## src/hdl/u8u16_pkg.sv

```systemverilog
// u8u16_pkg: shared types and constants for the UTF-8 to UTF-16BE stream converter.
// Used by utf8_to_utf16be_stream and its port checker; no dependencies.
`default_nettype none

package u8u16_pkg;

    localparam int unsigned MAX_RES = 3;

    localparam logic [7:0] ASCII_MAX = 8'h7E;
    localparam logic [7:0] TERM_HI   = 8'hFF;
    localparam logic [7:0] TERM_LO   = 8'hFE;
    localparam logic [1:0] CONT_TAG  = 2'b10;

    typedef enum logic [2:0] {
        PH_IDLE    = 3'd0,
        PH_COLLECT = 3'd1,
        PH_SKIP    = 3'd2
    } t_phase;

    typedef struct packed {
        logic [7:0] out_byte;
        logic       is_error;
        logic       is_end;
        logic       last_of_run;
    } t_result;

    localparam t_result RES_NONE  = '{out_byte: 8'h00, is_error: 1'b0, is_end: 1'b0,
                                      last_of_run: 1'b0};
    localparam t_result RES_ERROR = '{out_byte: 8'h00, is_error: 1'b1, is_end: 1'b0,
                                      last_of_run: 1'b1};

endpackage

`default_nettype wire

```

## src/hdl/utf8_to_utf16be_stream.sv

```systemverilog
// The result words are registered: the first is valid in the cycle after the input word is accepted.
// An input word gives 0..3 result words, and o_stall holds off the next input word while result
// words remain; it can be taken in the cycle the last pending result word is taken.
// Reset (synchronous, active low) returns the decoder to idle with no pending results.
// Top level: decoder state, result buffer of three words; uses u8u16_pkg.
`default_nettype none

module utf8_to_utf16be_stream
    import u8u16_pkg::*;
(
    input  wire logic       i_clk,
    input  wire logic       i_rst_n,
    input  wire logic       i_valid,
    output logic            o_stall,
    input  wire logic [7:0] i_data_byte,
    output logic            o_valid,
    input  wire logic       i_stall,
    output logic [7:0]      o_out_byte,
    output logic            o_is_error,
    output logic            o_is_end,
    output logic            o_last_of_run
);

    t_phase     r_phase,      n_phase;
    logic [1:0] r_bytes_left, n_bytes_left;
    logic [1:0] r_seq_length, n_seq_length;
    logic [7:0] r_held [MAX_RES];
    logic [7:0] n_held [MAX_RES];

    t_result    r_res [MAX_RES];
    logic [1:0] r_cnt;

    t_result    res [MAX_RES];
    logic [1:0] res_cnt;
    logic [1:0] held_idx;
    logic       in_acc;
    logic       out_acc;

    assign out_acc = (r_cnt != 2'd0) && !i_stall;
    assign o_stall = !((r_cnt == 2'd0) || ((r_cnt == 2'd1) && !i_stall));
    assign in_acc  = i_valid && !o_stall;

    assign o_valid       = (r_cnt != 2'd0);
    assign o_out_byte    = r_res[0].out_byte;
    assign o_is_error    = r_res[0].is_error;
    assign o_is_end      = r_res[0].is_end;
    assign o_last_of_run = r_res[0].last_of_run;

    assign held_idx = r_seq_length - r_bytes_left + 2'd1;

    // next decoder state
    always_comb begin
        n_phase      = r_phase;
        n_bytes_left = r_bytes_left;
        n_seq_length = r_seq_length;
        n_held       = r_held;
        if (in_acc) begin
            case (r_phase)
                PH_SKIP: begin
                    if (i_data_byte == 8'h00) begin
                        n_phase = PH_IDLE;
                    end
                end
                PH_COLLECT: begin
                    if (i_data_byte[7:6] != CONT_TAG) begin
                        n_phase      = (i_data_byte == 8'h00) ? PH_IDLE : PH_SKIP;
                        n_bytes_left = 2'd0;
                    end else if (r_bytes_left > 2'd1) begin
                        if (held_idx == 2'd1) begin
                            n_held[1] = i_data_byte;
                        end else begin
                            n_held[2] = i_data_byte;
                        end
                        n_bytes_left = r_bytes_left - 2'd1;
                    end else begin
                        n_phase      = PH_IDLE;
                        n_bytes_left = 2'd0;
                    end
                end
                default: begin
                    n_phase = PH_IDLE;
                    case (i_data_byte) inside
                        8'b110?????, 8'b1110????, 8'b11110???: begin
                            if (i_data_byte[7:5] == 3'b110) begin
                                n_seq_length = 2'd1;
                            end else if (i_data_byte[7:4] == 4'b1110) begin
                                n_seq_length = 2'd2;
                            end else begin
                                n_seq_length = 2'd3;
                            end
                            n_held[0]    = i_data_byte;
                            n_held[1]    = 8'h00;
                            n_held[2]    = 8'h00;
                            n_bytes_left = n_seq_length;
                            n_phase      = PH_COLLECT;
                        end
                        [8'h00:ASCII_MAX]: begin
                            n_phase = PH_IDLE;
                        end
                        default: begin
                            n_phase = PH_SKIP;
                        end
                    endcase
                end
            endcase
        end
    end

    // result words for the current input word
    always_comb begin
        res[0]  = RES_NONE;
        res[1]  = RES_NONE;
        res[2]  = RES_NONE;
        res_cnt = 2'd0;
        case (r_phase)
            PH_SKIP: begin
                res_cnt = 2'd0;
            end
            PH_COLLECT: begin
                if (i_data_byte[7:6] != CONT_TAG) begin
                    res[0]  = RES_ERROR;
                    res_cnt = 2'd1;
                end else if (r_bytes_left > 2'd1) begin
                    res_cnt = 2'd0;
                end else if (r_seq_length == 2'd1) begin
                    res[0].out_byte    = {5'b0, r_held[0][4:2]};
                    res[1].out_byte    = {r_held[0][1:0], i_data_byte[5:0]};
                    res[1].last_of_run = 1'b1;
                    res_cnt            = 2'd2;
                end else if (r_seq_length == 2'd2) begin
                    res[0].out_byte    = {r_held[0][3:0], r_held[1][5:2]};
                    res[1].out_byte    = {r_held[1][1:0], i_data_byte[5:0]};
                    res[1].last_of_run = 1'b1;
                    res_cnt            = 2'd2;
                end else begin
                    res[0].out_byte    = {3'b0, r_held[0][2:0], r_held[1][5:4]};
                    res[1].out_byte    = {r_held[1][3:0], r_held[2][5:2]};
                    res[2].out_byte    = {r_held[2][1:0], i_data_byte[5:0]};
                    res[2].last_of_run = 1'b1;
                    res_cnt            = 2'd3;
                end
            end
            default: begin
                case (i_data_byte) inside
                    8'h00: begin
                        res[0].out_byte    = TERM_HI;
                        res[1].out_byte    = TERM_LO;
                        res[1].is_end      = 1'b1;
                        res[1].last_of_run = 1'b1;
                        res_cnt            = 2'd2;
                    end
                    [8'h01:ASCII_MAX]: begin
                        res[1].out_byte    = i_data_byte;
                        res[1].last_of_run = 1'b1;
                        res_cnt            = 2'd2;
                    end
                    8'b110?????, 8'b1110????, 8'b11110???: begin
                        res_cnt = 2'd0;
                    end
                    default: begin
                        res[0]  = RES_ERROR;
                        res_cnt = 2'd1;
                    end
                endcase
            end
        endcase
    end

    always_ff @(posedge i_clk) begin
        if (!i_rst_n) begin
            r_phase      <= PH_IDLE;
            r_bytes_left <= 2'd0;
            r_seq_length <= 2'd0;
        end else begin
            r_phase      <= n_phase;
            r_bytes_left <= n_bytes_left;
            r_seq_length <= n_seq_length;
        end
    end

    always_ff @(posedge i_clk) begin
        r_held <= n_held;
    end

    // result buffer: head word drives the outputs, shifts on each take unless a new input word loads it
    always_ff @(posedge i_clk) begin
        if (!i_rst_n) begin
            r_cnt <= 2'd0;
        end else if (in_acc) begin
            r_cnt <= res_cnt;
        end else if (out_acc) begin
            r_cnt <= r_cnt - 2'd1;
        end
    end

    always_ff @(posedge i_clk) begin
        if (in_acc) begin
            r_res <= res;
        end else if (out_acc) begin
            r_res[0] <= r_res[1];
            r_res[1] <= r_res[2];
        end
    end

endmodule

`default_nettype wire

```

## config.mk

```make
export PLATFORM = sky130hd
export DESIGN_NAME = utf8_to_utf16be_stream
export DESIGN_NICKNAME = d
export VERILOG_FILES = /design/src/hdl/u8u16_pkg.sv /design/src/hdl/utf8_to_utf16be_stream.sv
export SDC_FILE = /design/constraint.sdc
export NUM_CORES = 1
export LEC_CHECK = 0
export ABC_AREA = 1
export BUFFER_PORTS_ARGS = -buffer_cell sky130_fd_sc_hd__buf_2
export CORE_MARGIN = 4
export CORE_UTILIZATION = 55
export CTS_CLUSTER_DIAMETER = 100
export DETAILED_ROUTE_END_ITERATION = 6
export PLACE_DENSITY = 0.84
export SYNTH_ARGS = -nofsm -noshare
export SYNTH_HDL_FRONTEND = slang
export SYNTH_SLANG_ARGS = --single-unit
```

## constraint.sdc

```tcl
create_clock -name i_clk -period 2.14 [get_ports i_clk]
set_input_delay 0.321 -clock i_clk [delete_from_list [all_inputs] [get_ports i_clk]]
set_output_delay 0.321 -clock i_clk [all_outputs]
set_load 0.02 [all_outputs]
```

==> reports/metrics.cfg <==
[outcome]
status = finished, final reports clean

[placed_design]
dp_slack_ns = 0.281
hpwl_um = 4530
gp_congestion = 1.02
numPlacedInstances = 411
port_buffers = 24
postPlaceCellArea_sq_um = 3110

[routing]
antenna_left = 0
routed_wl_um = 5880
drtPass1Iterations = 5
vias = 2248
first_iter_violations = 168
drc = 0
wire_per_inst_um = 14.0
viasPerCell = 5.37

[sta]
hold_ws_ns = 0.282
maxSlewViolCount = 0
setup_violations = 0
fin_skew_ns = 0.00431
fmax_mhz = 528
rsz0062_at_grt = false
fin_crit_sh_pct = 88.5
setup_tns_ns = 0
finalHoldViolCount = 0
worst_slew_pin_slew_ns = 0.431
relSlewSlack_pct = 71.0
fin_ws_ns = 0.246
fin_crit_ns = 1.89

[global_route]
antenna_found_initial = 0
grt_pass1_wl_um = 9870
track_usage_pct = 19.9
overflow = 0
grt_pass1_vias = 2083
grt_max_degree = 23

[clocking]
postCtsResizedCells = 0
h-tree-depth = 2
clock_sinks = 55
clockBufferDepth = 2
post-cts-setup-buffers = 0
cts.clk_slew.worst_paths_ns = 0.10
insertion_delay_ns = 0.31
root_buffer = clkbuf_8
cts_tree = built
cts_made_buffers = 5
cts_hold_buffers = 0

[power]
p_leak_nw = 1.38
vdd_ir_drop_max_v = 0.000563
p_per_area_nw_per_um2 = 1270

[synth]
synth_seq_cells = 55
synth_top_area_share_pct = 47.9
avgSynthCellArea_sq_um = 9.10
netlist_top_cells_area = edfxtp_1 (48%), nand2_1 (8.1%), nor2_1 (5.7%)
ys_seq_area_share_pct = 53.3
synth_xor_area_share_pct = 0.297
synth_cell_types = 33
synth_fa_ha_area_share_pct = 2.97
synthesis.nets = 343
synth_area_sq_um = 2950
synth_mux_area_share_pct = 0
yosys.area_share.simple_pct = 22.5
synth_top_family_by_area = simple AND/OR/NAND/NOR gates
yosys.area.top_type = edfxtp_1
synthTopCellsByCount = nand2_1 (64), edfxtp_1 (47), nor2_1 (45)
syn_inst = 324
yosysWarnings = 0
synthMostInstantiatedCell = nand2_1
synth_edf_count = 47
async_reset_ff_share_pct = 0
synthFlopType = edfxtp_1
synth_compound_area_share_pct = 11.1

[floorplan]
start_util_pct = 57.4
fp.coreArea_sq_um = 5140
fp.dieH_um = 81.2
design.die.area_sq_um = 6600
io-pin-count = 25
die_x_um = 81.2
row_count = 26

[setup_path]
cp_data_required_time_ns = 2.31
end_kind = flop
reg2reg_to = o_out_byte[2]$_DFFE_PP_
worstSetupPathType = flop to flop
path_max_fanout = 11
path_cells = inv_1 > ha_1 > inv_1 > nand3_2 > inv_2 > o2111ai_1 > a21oi_2
arrival_ns = 2.06
cp_slowest_cell = ha_1
ff2ff_setup_slack_ns = 0.25
cp_common_cell = inv_1
reg2reg_from = r_phase[0]$_SDFFE_PN0P_
start_kind = flop
r2r_cells = 7
max_stage_delay_ns = 0.43

[worst_hold_path]
worstHoldPathType = input port to flop
min_from = i_data_byte[0]
hold_depth = 1
hold_end = r_held[16]$_DFFE_PP_

[layout]
n_fill_cell = 456
multi_input_area_sq_um = 1090
post-route-cell-area_sq_um = 3230
drive_gt1_share_pct = 21.5
layout.nets = 367
diodes = 0
regArea_sq_um = 1570
area_growth_pct = 9.42
fin_cells = 419

[job]
drv_cap = 0

## worst max-delay path by stage
stage / start / to / slack, ns / cells past startpoint
2_1_floorplan: r_cnt[0]$_SDFFE_PN0P_ / r_held[10]$_SDFFCE_PN0P_ / 0.23 / 10
3_3_place_gp: r_phase[0]$_SDFFE_PN0P_ / o_out_byte[2]$_DFFE_PP_ / 0.38 / 7
3_5_place_dp: r_phase[0]$_SDFFE_PN0P_ / o_out_byte[2]$_DFFE_PP_ / 0.28 / 7
4_1_cts: r_phase[0]$_SDFFE_PN0P_ / o_out_byte[2]$_DFFE_PP_ / 0.28 / 7
5_1_grt: r_phase[0]$_SDFFE_PN0P_ / o_out_byte[2]$_DFFE_PP_ / 0.1 / 7
6_report: r_phase[0]$_SDFFE_PN0P_ / o_out_byte[2]$_DFFE_PP_ / 0.25 / 7
## final cells by class
cell class                 count  area share [%]
clock buffer                   5            2.13
sequential                    55            48.7
clock inverter                 3            1.43
timing repair buffer          31            5.35
tap                           70            2.71
inverter                      51            5.93
multi-input combinational    204            33.7
## critical path, delay by kind of cell (launching register included)
kind            cells  cell delay (ns)
flops               1             0.35
compound gates      2             0.35
buf+inv             3             0.47
simple gates        1             0.17
fa+ha+maj           1             0.43
## registers in the layout (all words and copies together), names as in the netlist
register       cells
r_res             19
r_seq_length       2
o_is_error         1
o_is_end           1
r_phase            2
o_last_of_run      1
o_out_byte         8
r_bytes_left       2
r_cnt              2
r_held            17
## placed cells by master, fill, tap and decap left out, types with 2 or more instances in the layout
cell type and count:
edfxtp_1 47, nor2_4 4, a21oi_2 5, and2_1 2
o21ai_1 7, a31oi_2 5, nor2_2 3, o21ai_0 10
inv_2 10, nand2_1 64, ha_1 7, buf_4 7
inv_1 40, o2111ai_1 5, nand2_2 6, buf_2 24
dfxtp_1 8, nand3_2 2, clkbuf_8 5, nand4_1 7
nor3_1 2, nand3_1 9, o22ai_1 3, nor2_1 45
a21oi_1 12
## metrics by stage
step / power (mW) / util, %
after floorplan: 3.08 / -
after global placement: 3.37 / 60.5
after detailed placement: 3.42 / 60.5
after CTS: 4.12 / 62.8
after global routing: 4.39 / 62.8
final: 4.09 / 62.8
## logic make-up (layout without fill, tap and decap cells)
kind of cell,after synthesis,in the layout
XOR/XNOR,1,1
AND/OR/NAND/NOR,147,147
flip-flops,55,55
adder cells (fa/ha/maj),7,7
AO/OA/AOI/OAI,49,49
buffers and inverters,65,90
## where the power goes
group          leakage [nW]  internal, mW  switching, mW
combinational         0.806         0.526           1.10
clock                0.0548         0.353          0.340
sequential            0.522          1.66          0.115
total                  1.38          2.53           1.55
## metal layers
metal	global-route usage (%)	share of wire (%)	vias to the layer above
met5	0	0	-
met4	8.61	2.7	0
met3	3.77	8.0	13
met2	31.4	46	99
met1	26.8	43	1025
li1	-	-	1111
Power figures use the tool's default switching activity.
